===== config.mk =====
export PLATFORM = sky130hd
export DESIGN_NAME = moving_window_linear_regression_core
export DESIGN_NICKNAME = d
export VERILOG_FILES = /design/src/mwlr_pkg.sv /design/src/mwlr_sermul.sv /design/src/mwlr_serdiv.sv /design/src/moving_window_linear_regression_core.sv
export SDC_FILE = /design/constraint.sdc
export NUM_CORES = 2
export LEC_CHECK = 0
export ABC_AREA = 1
export BUFFER_PORTS_ARGS = -buffer_cell sky130_fd_sc_hd__buf_4
export CORE_MARGIN = 3
export CORE_UTILIZATION = 55
export CTS_CLUSTER_DIAMETER = 60
export DETAILED_ROUTE_END_ITERATION = 12
export HOLD_SLACK_MARGIN = 0.15
export PLACE_DENSITY = 0.77
export SYNTH_ARGS = -nofsm -noshare
export SYNTH_HDL_FRONTEND = slang
export SYNTH_SLANG_ARGS = --single-unit

===== constraint.sdc =====
create_clock -name clk -period 6.7 [get_ports clk]
set_input_delay 0 -clock clk [delete_from_list [all_inputs] [get_ports clk]]
set_output_delay 0 -clock clk [all_outputs]
set_load 0.05 [all_outputs]

===== src/mwlr_pkg.sv =====
// Package for the moving-window linear regression core.
// Holds the fixed field widths and the reset window length.
// No dependencies.
package mwlr_pkg;

	localparam int SAMPLE_W  = 32;
	localparam int RES_W     = 32;
	localparam int WIN_W     = 7;
	localparam int WIN_RESET = 14;

endpackage


===== src/mwlr_sermul.sv =====
// Bit-serial shift-and-add multiplier: one multiplier bit per cycle.
// Depends on nothing but its parameters.
module mwlr_sermul #(
	parameter int AW = 48,
	parameter int MW = 14
) (
	input  logic                 clk,
	input  logic                 arst_n,
	input  logic                 start,
	input  logic signed [AW-1:0] a,
	input  logic        [MW-1:0] m,
	output logic                 done,
	output logic signed [AW-1:0] product
);

	logic                 busy_q;
	logic                 done_q;
	logic signed [AW-1:0] acc_q;
	logic signed [AW-1:0] a_q;
	logic        [MW-1:0] m_q;

	always_ff @(posedge clk or negedge arst_n) begin
		if (!arst_n) begin
			busy_q <= 1'b0;
			done_q <= 1'b0;
		end else begin
			done_q <= 1'b0;
			if (start) begin
				busy_q <= 1'b1;
			end else if (busy_q && (m_q == '0)) begin
				busy_q <= 1'b0;
				done_q <= 1'b1;
			end
		end
	end

	always_ff @(posedge clk) begin
		if (start) begin
			acc_q <= '0;
			a_q   <= a;
			m_q   <= m;
		end else if (busy_q && (m_q != '0)) begin
			if (m_q[0]) begin
				acc_q <= acc_q + a_q;
			end
			a_q <= a_q <<< 1;
			m_q <= m_q >> 1;
		end
	end

	assign done    = done_q;
	assign product = acc_q;

endmodule


===== src/mwlr_serdiv.sv =====
// Restoring divider, one quotient bit per cycle, truncating toward zero and
// saturating the quotient to 32 bits. Depends on mwlr_pkg.
module mwlr_serdiv
	import mwlr_pkg::*;
#(
	parameter int NUM_W = 59,
	parameter int DEN_W = 28
) (
	input  logic                    clk,
	input  logic                    arst_n,
	input  logic                    start,
	input  logic signed [NUM_W-1:0] dividend,
	input  logic        [DEN_W-1:0] divisor,
	output logic                    done,
	output logic signed [RES_W-1:0] quotient
);

	localparam int CW = $clog2(NUM_W + 1);

	logic             busy_q;
	logic             done_q;
	logic [CW-1:0]    cnt_q;
	logic             neg_q;
	logic [DEN_W-1:0] dvs_q;
	logic [DEN_W-1:0] rem_q;
	logic [NUM_W-1:0] quo_q;
	logic [DEN_W:0]   rem_sh;
	logic             ge;
	logic             hi_nz;
	logic [RES_W-1:0] lo;

	assign rem_sh = {rem_q, quo_q[NUM_W-1]};
	assign ge     = rem_sh >= {1'b0, dvs_q};

	always_ff @(posedge clk or negedge arst_n) begin
		if (!arst_n) begin
			busy_q <= 1'b0;
			done_q <= 1'b0;
			cnt_q  <= '0;
		end else begin
			done_q <= 1'b0;
			if (start) begin
				busy_q <= 1'b1;
				cnt_q  <= CW'(NUM_W);
			end else if (busy_q) begin
				cnt_q <= cnt_q - CW'(1);
				if (cnt_q == CW'(1)) begin
					busy_q <= 1'b0;
					done_q <= 1'b1;
				end
			end
		end
	end

	always_ff @(posedge clk) begin
		if (start) begin
			neg_q <= dividend[NUM_W-1];
			dvs_q <= divisor;
			rem_q <= '0;
			quo_q <= dividend[NUM_W-1] ? NUM_W'(-dividend) : NUM_W'(dividend);
		end else if (busy_q) begin
			rem_q <= ge ? DEN_W'(rem_sh - {1'b0, dvs_q}) : DEN_W'(rem_sh);
			quo_q <= {quo_q[NUM_W-2:0], ge};
		end
	end

	// Saturate the magnitude, then apply the sign.
	assign hi_nz = |quo_q[NUM_W-1:RES_W];
	assign lo    = quo_q[RES_W-1:0];

	always_comb begin
		if (neg_q) begin
			if (hi_nz || (lo[RES_W-1] && (|lo[RES_W-2:0]))) begin
				quotient = {1'b1, {(RES_W-1){1'b0}}};
			end else begin
				quotient = -$signed(lo);
			end
		end else begin
			if (hi_nz || lo[RES_W-1]) begin
				quotient = {1'b0, {(RES_W-1){1'b1}}};
			end else begin
				quotient = $signed(lo);
			end
		end
	end

	assign done = done_q;

endmodule


===== src/moving_window_linear_regression_core.sv =====
// Moving-window least-squares line fit over the last N Q16.16 samples.
// A warm-up request goes straight to the result stage; a full window walks the ring,
// runs five bit-serial products and two preparation states, then two bit-serial divides.
// One request is in flight at a time; the result register lets the next request enter
// while a finished result waits. Reset clears control.
module moving_window_linear_regression_core
	import mwlr_pkg::*;
#(
	parameter int MAX_WINDOW = 64
) (
	input  logic                       clk,
	input  logic                       arst_n,
	input  logic                       in_valid,
	output logic                       in_ready,
	input  logic signed [SAMPLE_W-1:0] sample,
	output logic                       out_valid,
	input  logic                       out_ready,
	output logic                       valid_res,
	output logic signed [RES_W-1:0]    slope,
	output logic signed [RES_W-1:0]    intercept,
	input  logic                       cfg_valid,
	output logic                       cfg_ready,
	input  logic        [WIN_W-1:0]    window_length
);

	// Widths follow from the largest window: NW bits hold N itself.
	localparam int NW      = $clog2(MAX_WINDOW + 1);
	localparam int RW      = $clog2(MAX_WINDOW);
	localparam int SY_W    = SAMPLE_W + NW;
	localparam int SXY_W   = SAMPLE_W + 2 * NW;
	localparam int MW      = 2 * NW;
	localparam int AW      = 3 * NW + 38;
	localparam int DEN_W   = 4 * NW;
	localparam int N_RESET = (WIN_RESET > MAX_WINDOW) ? MAX_WINDOW : WIN_RESET;

	localparam logic [3:0] S_IDLE   = 4'd0;
	localparam logic [3:0] S_WALK   = 4'd1;
	localparam logic [3:0] S_WTAIL  = 4'd2;
	localparam logic [3:0] S_MULGO  = 4'd3;
	localparam logic [3:0] S_MULW   = 4'd4;
	localparam logic [3:0] S_PREP1  = 4'd5;
	localparam logic [3:0] S_PREP2  = 4'd6;
	localparam logic [3:0] S_DIV1GO = 4'd7;
	localparam logic [3:0] S_DIV1W  = 4'd8;
	localparam logic [3:0] S_DIV2GO = 4'd9;
	localparam logic [3:0] S_DIV2W  = 4'd10;
	localparam logic [3:0] S_OUT    = 4'd11;

	// Order of the serial products.
	localparam logic [2:0] IDX_NN1  = 3'd0;
	localparam logic [2:0] IDX_DEN  = 3'd1;
	localparam logic [2:0] IDX_NSXY = 3'd2;
	localparam logic [2:0] IDX_SXSY = 3'd3;
	localparam logic [2:0] IDX_N2SY = 3'd4;

	logic [3:0]    state_q;
	logic [NW-1:0] n_q;
	logic [NW-1:0] n_new;
	logic [RW-1:0] wp_q;
	logic [RW-1:0] wp_next;
	logic [NW-1:0] fill_q;
	logic [NW-1:0] fill_next;
	logic          in_acc;
	logic          cfg_acc;

	// Sample ring; entries are only read after they have been written.
	logic signed [SAMPLE_W-1:0] ring_mem [MAX_WINDOW];
	logic        [RW-1:0]       rd_addr_q;
	logic        [NW-1:0]       age_q;
	logic signed [SAMPLE_W-1:0] rd_data_s1;
	logic                       vld_s1;
	logic                       last_s1;

	logic signed [SY_W-1:0]  sy_q;
	logic signed [SXY_W-1:0] sxy_q;
	logic signed [SY_W-1:0]  sy_new;

	logic [2:0]           mul_idx_q;
	logic                 mul_start;
	logic signed [AW-1:0] mul_a;
	logic        [MW-1:0] mul_m;
	logic                 mul_done;
	logic signed [AW-1:0] mul_p;

	logic        [MW-1:0]    nn1_q;
	logic        [DEN_W-1:0] den1_q;
	logic        [DEN_W-1:0] iden_q;
	logic signed [AW-1:0]    p_nsxy_q;
	logic signed [AW-1:0]    p_sxsy_q;
	logic signed [AW-1:0]    p_n2sy_q;
	logic signed [AW-1:0]    diff_q;
	logic signed [AW-1:0]    num_q;
	logic signed [AW-1:0]    inum_q;

	logic                    div_start;
	logic signed [AW-1:0]    div_dvd;
	logic        [DEN_W-1:0] div_dvs;
	logic                    div_done;
	logic signed [RES_W-1:0] div_q;

	logic                    warm_q;
	logic signed [RES_W-1:0] slope_r_q;
	logic signed [RES_W-1:0] icpt_r_q;
	logic                    out_valid_q;
	logic                    valid_res_q;
	logic signed [RES_W-1:0] slope_q;
	logic signed [RES_W-1:0] intercept_q;
	logic                    out_load;

	// Handshakes. A configuration write wins over a sample in the same cycle.
	assign cfg_ready = (state_q == S_IDLE);
	assign in_ready  = (state_q == S_IDLE) && !cfg_valid;
	assign cfg_acc   = cfg_valid && cfg_ready;
	assign in_acc    = in_valid && in_ready;
	assign out_load  = (state_q == S_OUT) && (!out_valid_q || out_ready);

	// The requested length is clamped to the range 2 to MAX_WINDOW.
	always_comb begin
		if (window_length < WIN_W'(2)) begin
			n_new = NW'(2);
		end else if (32'(window_length) > 32'(MAX_WINDOW)) begin
			n_new = NW'(MAX_WINDOW);
		end else begin
			n_new = NW'(window_length);
		end
	end

	assign wp_next   = ((NW'(wp_q) + NW'(1)) == n_q) ? '0 : wp_q + RW'(1);
	assign fill_next = (fill_q < n_q) ? fill_q + NW'(1) : fill_q;

	// The walk runs from the oldest sample to the newest. The running sum of
	// samples seen so far, added once for each age above zero, builds the
	// age-weighted sum without a multiplier.
	assign sy_new = sy_q + SY_W'(rd_data_s1);

	always_ff @(posedge clk) begin
		if (in_acc) begin
			ring_mem[wp_q] <= sample;
		end
		rd_data_s1 <= ring_mem[rd_addr_q];
	end

	always_comb begin
		mul_a = '0;
		mul_m = '0;
		case (mul_idx_q)
			IDX_NN1: begin
				mul_a = AW'(n_q - NW'(1));
				mul_m = MW'(n_q);
			end
			IDX_DEN: begin
				mul_a = AW'(nn1_q + MW'(n_q) - MW'(1));
				mul_m = nn1_q + MW'(n_q);
			end
			IDX_NSXY: begin
				mul_a = AW'(sxy_q);
				mul_m = MW'(n_q);
			end
			IDX_SXSY: begin
				mul_a = AW'(sy_q);
				mul_m = nn1_q >> 1;
			end
			IDX_N2SY: begin
				mul_a = AW'(sy_q);
				mul_m = MW'(n_q - NW'(2));
			end
			default: begin
				mul_a = '0;
				mul_m = '0;
			end
		endcase
	end

	assign mul_start = (state_q == S_MULGO);
	assign div_start = (state_q == S_DIV1GO) || (state_q == S_DIV2GO);
	assign div_dvd   = (state_q == S_DIV1GO) ? num_q : inum_q;
	assign div_dvs   = (state_q == S_DIV1GO) ? den1_q : iden_q;

	mwlr_sermul #(
		.AW(AW),
		.MW(MW)
	) u_mul (
		.clk    (clk),
		.arst_n (arst_n),
		.start  (mul_start),
		.a      (mul_a),
		.m      (mul_m),
		.done   (mul_done),
		.product(mul_p)
	);

	mwlr_serdiv #(
		.NUM_W(AW),
		.DEN_W(DEN_W)
	) u_div (
		.clk     (clk),
		.arst_n  (arst_n),
		.start   (div_start),
		.dividend(div_dvd),
		.divisor (div_dvs),
		.done    (div_done),
		.quotient(div_q)
	);

	// Control: sequencer, ring pointers and the result register.
	always_ff @(posedge clk or negedge arst_n) begin
		if (!arst_n) begin
			state_q     <= S_IDLE;
			n_q         <= NW'(N_RESET);
			wp_q        <= '0;
			fill_q      <= '0;
			vld_s1      <= 1'b0;
			mul_idx_q   <= IDX_NN1;
			warm_q      <= 1'b0;
			out_valid_q <= 1'b0;
		end else begin
			vld_s1 <= (state_q == S_WALK);
			if (out_load) begin
				out_valid_q <= 1'b1;
			end else if (out_ready) begin
				out_valid_q <= 1'b0;
			end
			case (state_q)
				S_IDLE: begin
					if (cfg_acc) begin
						n_q    <= n_new;
						wp_q   <= '0;
						fill_q <= '0;
					end else if (in_acc) begin
						wp_q   <= wp_next;
						fill_q <= fill_next;
						if (fill_next < n_q) begin
							warm_q  <= 1'b1;
							state_q <= S_OUT;
						end else begin
							warm_q  <= 1'b0;
							state_q <= S_WALK;
						end
					end
				end
				S_WALK: begin
					if (age_q == '0) begin
						state_q <= S_WTAIL;
					end
				end
				S_WTAIL: begin
					mul_idx_q <= IDX_NN1;
					state_q   <= S_MULGO;
				end
				S_MULGO: begin
					state_q <= S_MULW;
				end
				S_MULW: begin
					if (mul_done) begin
						mul_idx_q <= mul_idx_q + 3'd1;
						state_q   <= (mul_idx_q == IDX_N2SY) ? S_PREP1 : S_MULGO;
					end
				end
				S_PREP1: begin
					state_q <= S_PREP2;
				end
				S_PREP2: begin
					state_q <= S_DIV1GO;
				end
				S_DIV1GO: begin
					state_q <= S_DIV1W;
				end
				S_DIV1W: begin
					if (div_done) begin
						state_q <= S_DIV2GO;
					end
				end
				S_DIV2GO: begin
					state_q <= S_DIV2W;
				end
				S_DIV2W: begin
					if (div_done) begin
						state_q <= S_OUT;
					end
				end
				S_OUT: begin
					if (out_load) begin
						state_q <= S_IDLE;
					end
				end
				default: begin
					state_q <= S_IDLE;
				end
			endcase
		end
	end

	// Datapath registers.
	always_ff @(posedge clk) begin
		if (in_acc) begin
			rd_addr_q <= wp_next;
			age_q     <= n_q - NW'(1);
			sy_q      <= '0;
			sxy_q     <= '0;
		end else if (state_q == S_WALK) begin
			rd_addr_q <= ((NW'(rd_addr_q) + NW'(1)) == n_q) ? '0 : rd_addr_q + RW'(1);
			age_q     <= age_q - NW'(1);
		end
		last_s1 <= (age_q == '0);
		if (vld_s1) begin
			sy_q <= sy_new;
			if (!last_s1) begin
				sxy_q <= sxy_q + SXY_W'(sy_new);
			end
		end
		if ((state_q == S_MULW) && mul_done) begin
			case (mul_idx_q)
				IDX_NN1:  nn1_q    <= MW'(mul_p);
				IDX_DEN:  den1_q   <= DEN_W'(mul_p);
				IDX_NSXY: p_nsxy_q <= mul_p;
				IDX_SXSY: p_sxsy_q <= mul_p;
				IDX_N2SY: p_n2sy_q <= mul_p;
				default:  nn1_q    <= nn1_q;
			endcase
		end
		// The slope divisor is taken positive, so the numerator is negated and
		// both are scaled by twelve to keep the divisor an exact integer.
		if (state_q == S_PREP1) begin
			diff_q <= p_sxsy_q - p_nsxy_q;
			iden_q <= DEN_W'(nn1_q) + (DEN_W'(n_q) << 1);
		end
		if (state_q == S_PREP2) begin
			num_q  <= (diff_q <<< 3) + (diff_q <<< 2);
			inum_q <= (AW'(sxy_q) <<< 2) + (AW'(sxy_q) <<< 1) - (p_n2sy_q <<< 1);
		end
		if ((state_q == S_DIV1W) && div_done) begin
			slope_r_q <= div_q;
		end
		if ((state_q == S_DIV2W) && div_done) begin
			icpt_r_q <= div_q;
		end
		if (out_load) begin
			valid_res_q <= !warm_q;
			slope_q     <= warm_q ? '0 : slope_r_q;
			intercept_q <= warm_q ? '0 : icpt_r_q;
		end
	end

	assign out_valid = out_valid_q;
	assign valid_res = valid_res_q;
	assign slope     = slope_q;
	assign intercept = intercept_q;

	// The fill count never passes the window length.
	a_fill_bound: assert property (@(posedge clk) disable iff (!arst_n)
		fill_q <= n_q)
		else $error("fill count above window length");

	// The write pointer always stays inside the window.
	a_wp_bound: assert property (@(posedge clk) disable iff (!arst_n)
		NW'(wp_q) < n_q)
		else $error("write pointer outside window");

	// Products only complete while the sequencer waits for them.
	a_mul_done: assert property (@(posedge clk) disable iff (!arst_n)
		mul_done |-> (state_q == S_MULW))
		else $error("unexpected multiplier completion");

	// Quotients only complete while the sequencer waits for them.
	a_div_done: assert property (@(posedge clk) disable iff (!arst_n)
		div_done |-> ((state_q == S_DIV1W) || (state_q == S_DIV2W)))
		else $error("unexpected divider completion");

endmodule

==> impl_results.md <==
* Hold Path Depth at 2
* P_leak at 60.3 nW
* Peak Freq at 207 MHz
* Die area at 0.266 sq mm
* Top cell type by total area after synthesis: edfxtp_1
* R2R depth at 21
* Rel. slew slack at 16.3%
* Fraction of layout cells with a size suffix above 1 at 6.48%
* Slowest-stage cell, CP: fa_1
* Worst path most repeated cell: o21ai_0
* Tcrit/Tclk final at 72.0%
* Initial antenna violation count at 21
* CTS tree: done
* RePlAce Congestion at 1.05
* Power per cell area at 239 mW/mm^2
* Cells after synthesis at 13900
* Final min period at 4.82 ns
* HPWL after DPL at 283000 microns
* Die Ht at 516 microns
* Layout Nets at 14500
* Least-Margin Pin Slew at 1.25 ns
* Buf/Inv on CP at 3
* IO Pins at 112
* Setup tns final at 0 ns
* Vias per inst at 6.15
* Routed via count at 108000
* # port buffers at 111
* Clock skew at 0.0938 ns
* Synth Flop Type: edfxtp_1
* Yosys warns at 0
* Syn-to-layout area delta at 10.9%
* CTS Root Cell: clkbuf_16
* Top Family by Delay on Critical Path: compound AO/OA/AOI/OAI gates
* Starting Density at 55.5%
* Clk_lat worst skew at 1.00 ns
* Initial drt markers at 13900
* GRT Total Usage at 31.6%
* Final setup violation count at 0
* Post-route ant nets at 0
* Num CTS Buffers at 321
* Synth unique cells at 67
* Largest net degree at the start of global routing at 174
* Final hold violations at 0
* Status: complete, no violations
* Top cell type's share of synthesized area at 58.5%
* Finished Core Util at 61.6%
* H-tree depth at 5
* RSZ-0062 raised after global routing: no
* VDD IR-drop max at 257 uV
* DRC Markers at 0
* Number of global-route vias before repair at 101000
* Maxcap violations at 0
* CP Class: flip-flop to flip-flop
* Clock Path Buffers at 4
* Total gr overflow at 0
* Cts repair resizes at 0
* Async set or reset register ratio after synthesis at 1.34%
* Post-synth EDFFs at 2790
* Worst setup SP type: flip-flop
* Register area share after synthesis at 61.6%
* Global-route wire length before repair at 634000 microns
* Worst Hold Launch: sample[5]
* Final Max Slew Viols at 0
* Area contributors post-synth: edfxtp_1 (59%), o21ai_0 (6.5%), nor2_1 (5.9%)
* Register bit count reported by yosys at 2995
* CP Cell Sequence: ha_1, inv_1, fa_1, inv_1, nand3_1, nand2_1, a21oi_1, o21ai_0, nand2_1, nand2_1, a21o_1, xor2_1, inv_1, ha_1, a21oi_1, o21ai_0, a21oi_1, a21boi_0, o21ai_0, xnor2_1, o21ai_0
* Mapped cell area at 0.143 sq mm
* Post-synthesis area per instance at 10.3 sq um
* R2R Path Start: sy_q[0]
* Clock tree sinks at 2995
* Critical Path Fanout Max at 5
* CP max stage delay at 0.38 ns
* Core area at 0.258 sq mm
* Router iterations before antenna repair at 8
* R2R setup slack at 1.88 ns
* Setup crit end kind: flip-flop
* Die X at 516 microns
* Drt wl/cell at 24.5 microns
* Reg clk slew, reported paths at 0.07 ns
* Placement Rows at 186
* Most common cell after layout, fill and taps aside: edfxtp_1
* Req. time, crit path at 7.47 ns
* Worst Hold Path EP: ring_mem[13][5]
* R2r endpoint: sxy_q[29]
* Hold Path Class: primary input to flip-flop
* Most frequent cells in the layout: edfxtp_1 (2790), nor2_1 (2172), o21ai_0 (1853), nand2_1 (1709), inv_1 (1223)
* Crit path DAT at 5.59 ns
* Drt total wl at 431000 microns
* Syn Nets at 14400
## synthesized netlist by cell type, types with 83 or more instances
library cell  instances
a21oi_1             569
a31oi_1              83
clkbuf_1            484
dfxtp_1             165
edfxtp_1           2790
ha_1                417
inv_1              1228
nand2_1            1711
nand3_1             373
nor2_1             2235
nor3_1              107
o21ai_0            1853
o22ai_1             647
xnor2_1             102
xor2_1              222
## flip-flops by register name, summed over array words and instances (netlist names), 32 cells and up
register       count
p_sxsy_q          57
diff_q            57
p_n2sy_q          58
intercept         32
slope             32
u_mul.a_q         58
sy_q              39
num_q             57
sxy_q             46
u_div.quo_q       59
ring_mem        2048
u_mul.product     58
icpt_r_q          32
slope_r_q         32
rd_data_s1        32
inum_q            58
p_nsxy_q          57
## stage by stage
stage	hold WS [ns]	power [mW]	setup slack, ns	area [sq um]	std cells
final	0.186	38.0	1.88	159000	17600
after global routing	0.186	38.9	1.56	159000	17600
after CTS	0.151	38.1	1.88	159000	17600
after detailed placement	0.0533	21.2	1.92	148000	16900
after global placement	0.0492	21.2	1.85	148000	16900
after floorplan	-0.296	20.9	0.526	143000	13900
## worst max-delay path by stage
stage,startpoint,to,cells past startpoint
2_1_floorplan,state_q[3],state_q[2],5
3_3_place_gp,sy_q[0],sxy_q[35],28
3_5_place_dp,sy_q[0],sxy_q[35],28
4_1_cts,sy_q[0],sxy_q[35],28
5_1_grt,sy_q[0],sxy_q[45],29
6_report,sy_q[0],sxy_q[29],21
## kinds of logic (layout without fill, tap and decap cells)
logic type | count (synthesis) | in the layout | synth area share (%)
other | 0 | 9 | 0
adders and majority gates | 472 | 472 | 4.42
AOI/OAI and AO/OA | 3611 | 3611 | 14.1
xor gates and xnor gates | 324 | 324 | 1.98
and+or+nand+nor | 4631 | 4631 | 13.0
buffers and inverters | 1834 | 2167 | 4.93
DFF | 2995 | 2995 | 61.6
## metal layers
layer | global-route usage (%) | wire length (microns)
met1 | 40.6 | 159000
met2 | 50.0 | 197000
met3 | 5.75 | 43600
met4 | 19.8 | 31700
met5 | 0 | 63
## what timing repair did
action                                 4_1_cts  5_1_grt
endpoints found under the hold margin     2195        0
setup buffers                                0        0
hold buffers                                91        0
## power breakdown
part	internal [mW]	switching (mW)	leakage [nW]
sequential	20.4	0.0105	27.5
clock	9.91	7.21	4.86
combinational	0.115	0.410	28.0
## worst reg2reg max path: cells and delay by family (launching register included)
family	cells	cell delay, ns
buf+inv	3	0.26
simple gates	4	0.54
fa+ha+maj	3	1.00
compound gates	9	2.04
flops	1	0.36
xor+xnor	2	0.47
## layout make-up
class / count / area (sq um)
Timing Repair Buffer: 360 / 3180
Antenna cell: 9 / 22.5
Clock buffer: 397 / 8420
Tap cell: 3384 / 4230
Sequential cell: 2995 / 88100
Multi-Input combinational cell: 9038 / 48500
Clock inverter: 164 / 1600
Fill cell: 20100 / 99100
Inverter: 1246 / 4700
Power figures use the tool's default switching activity.
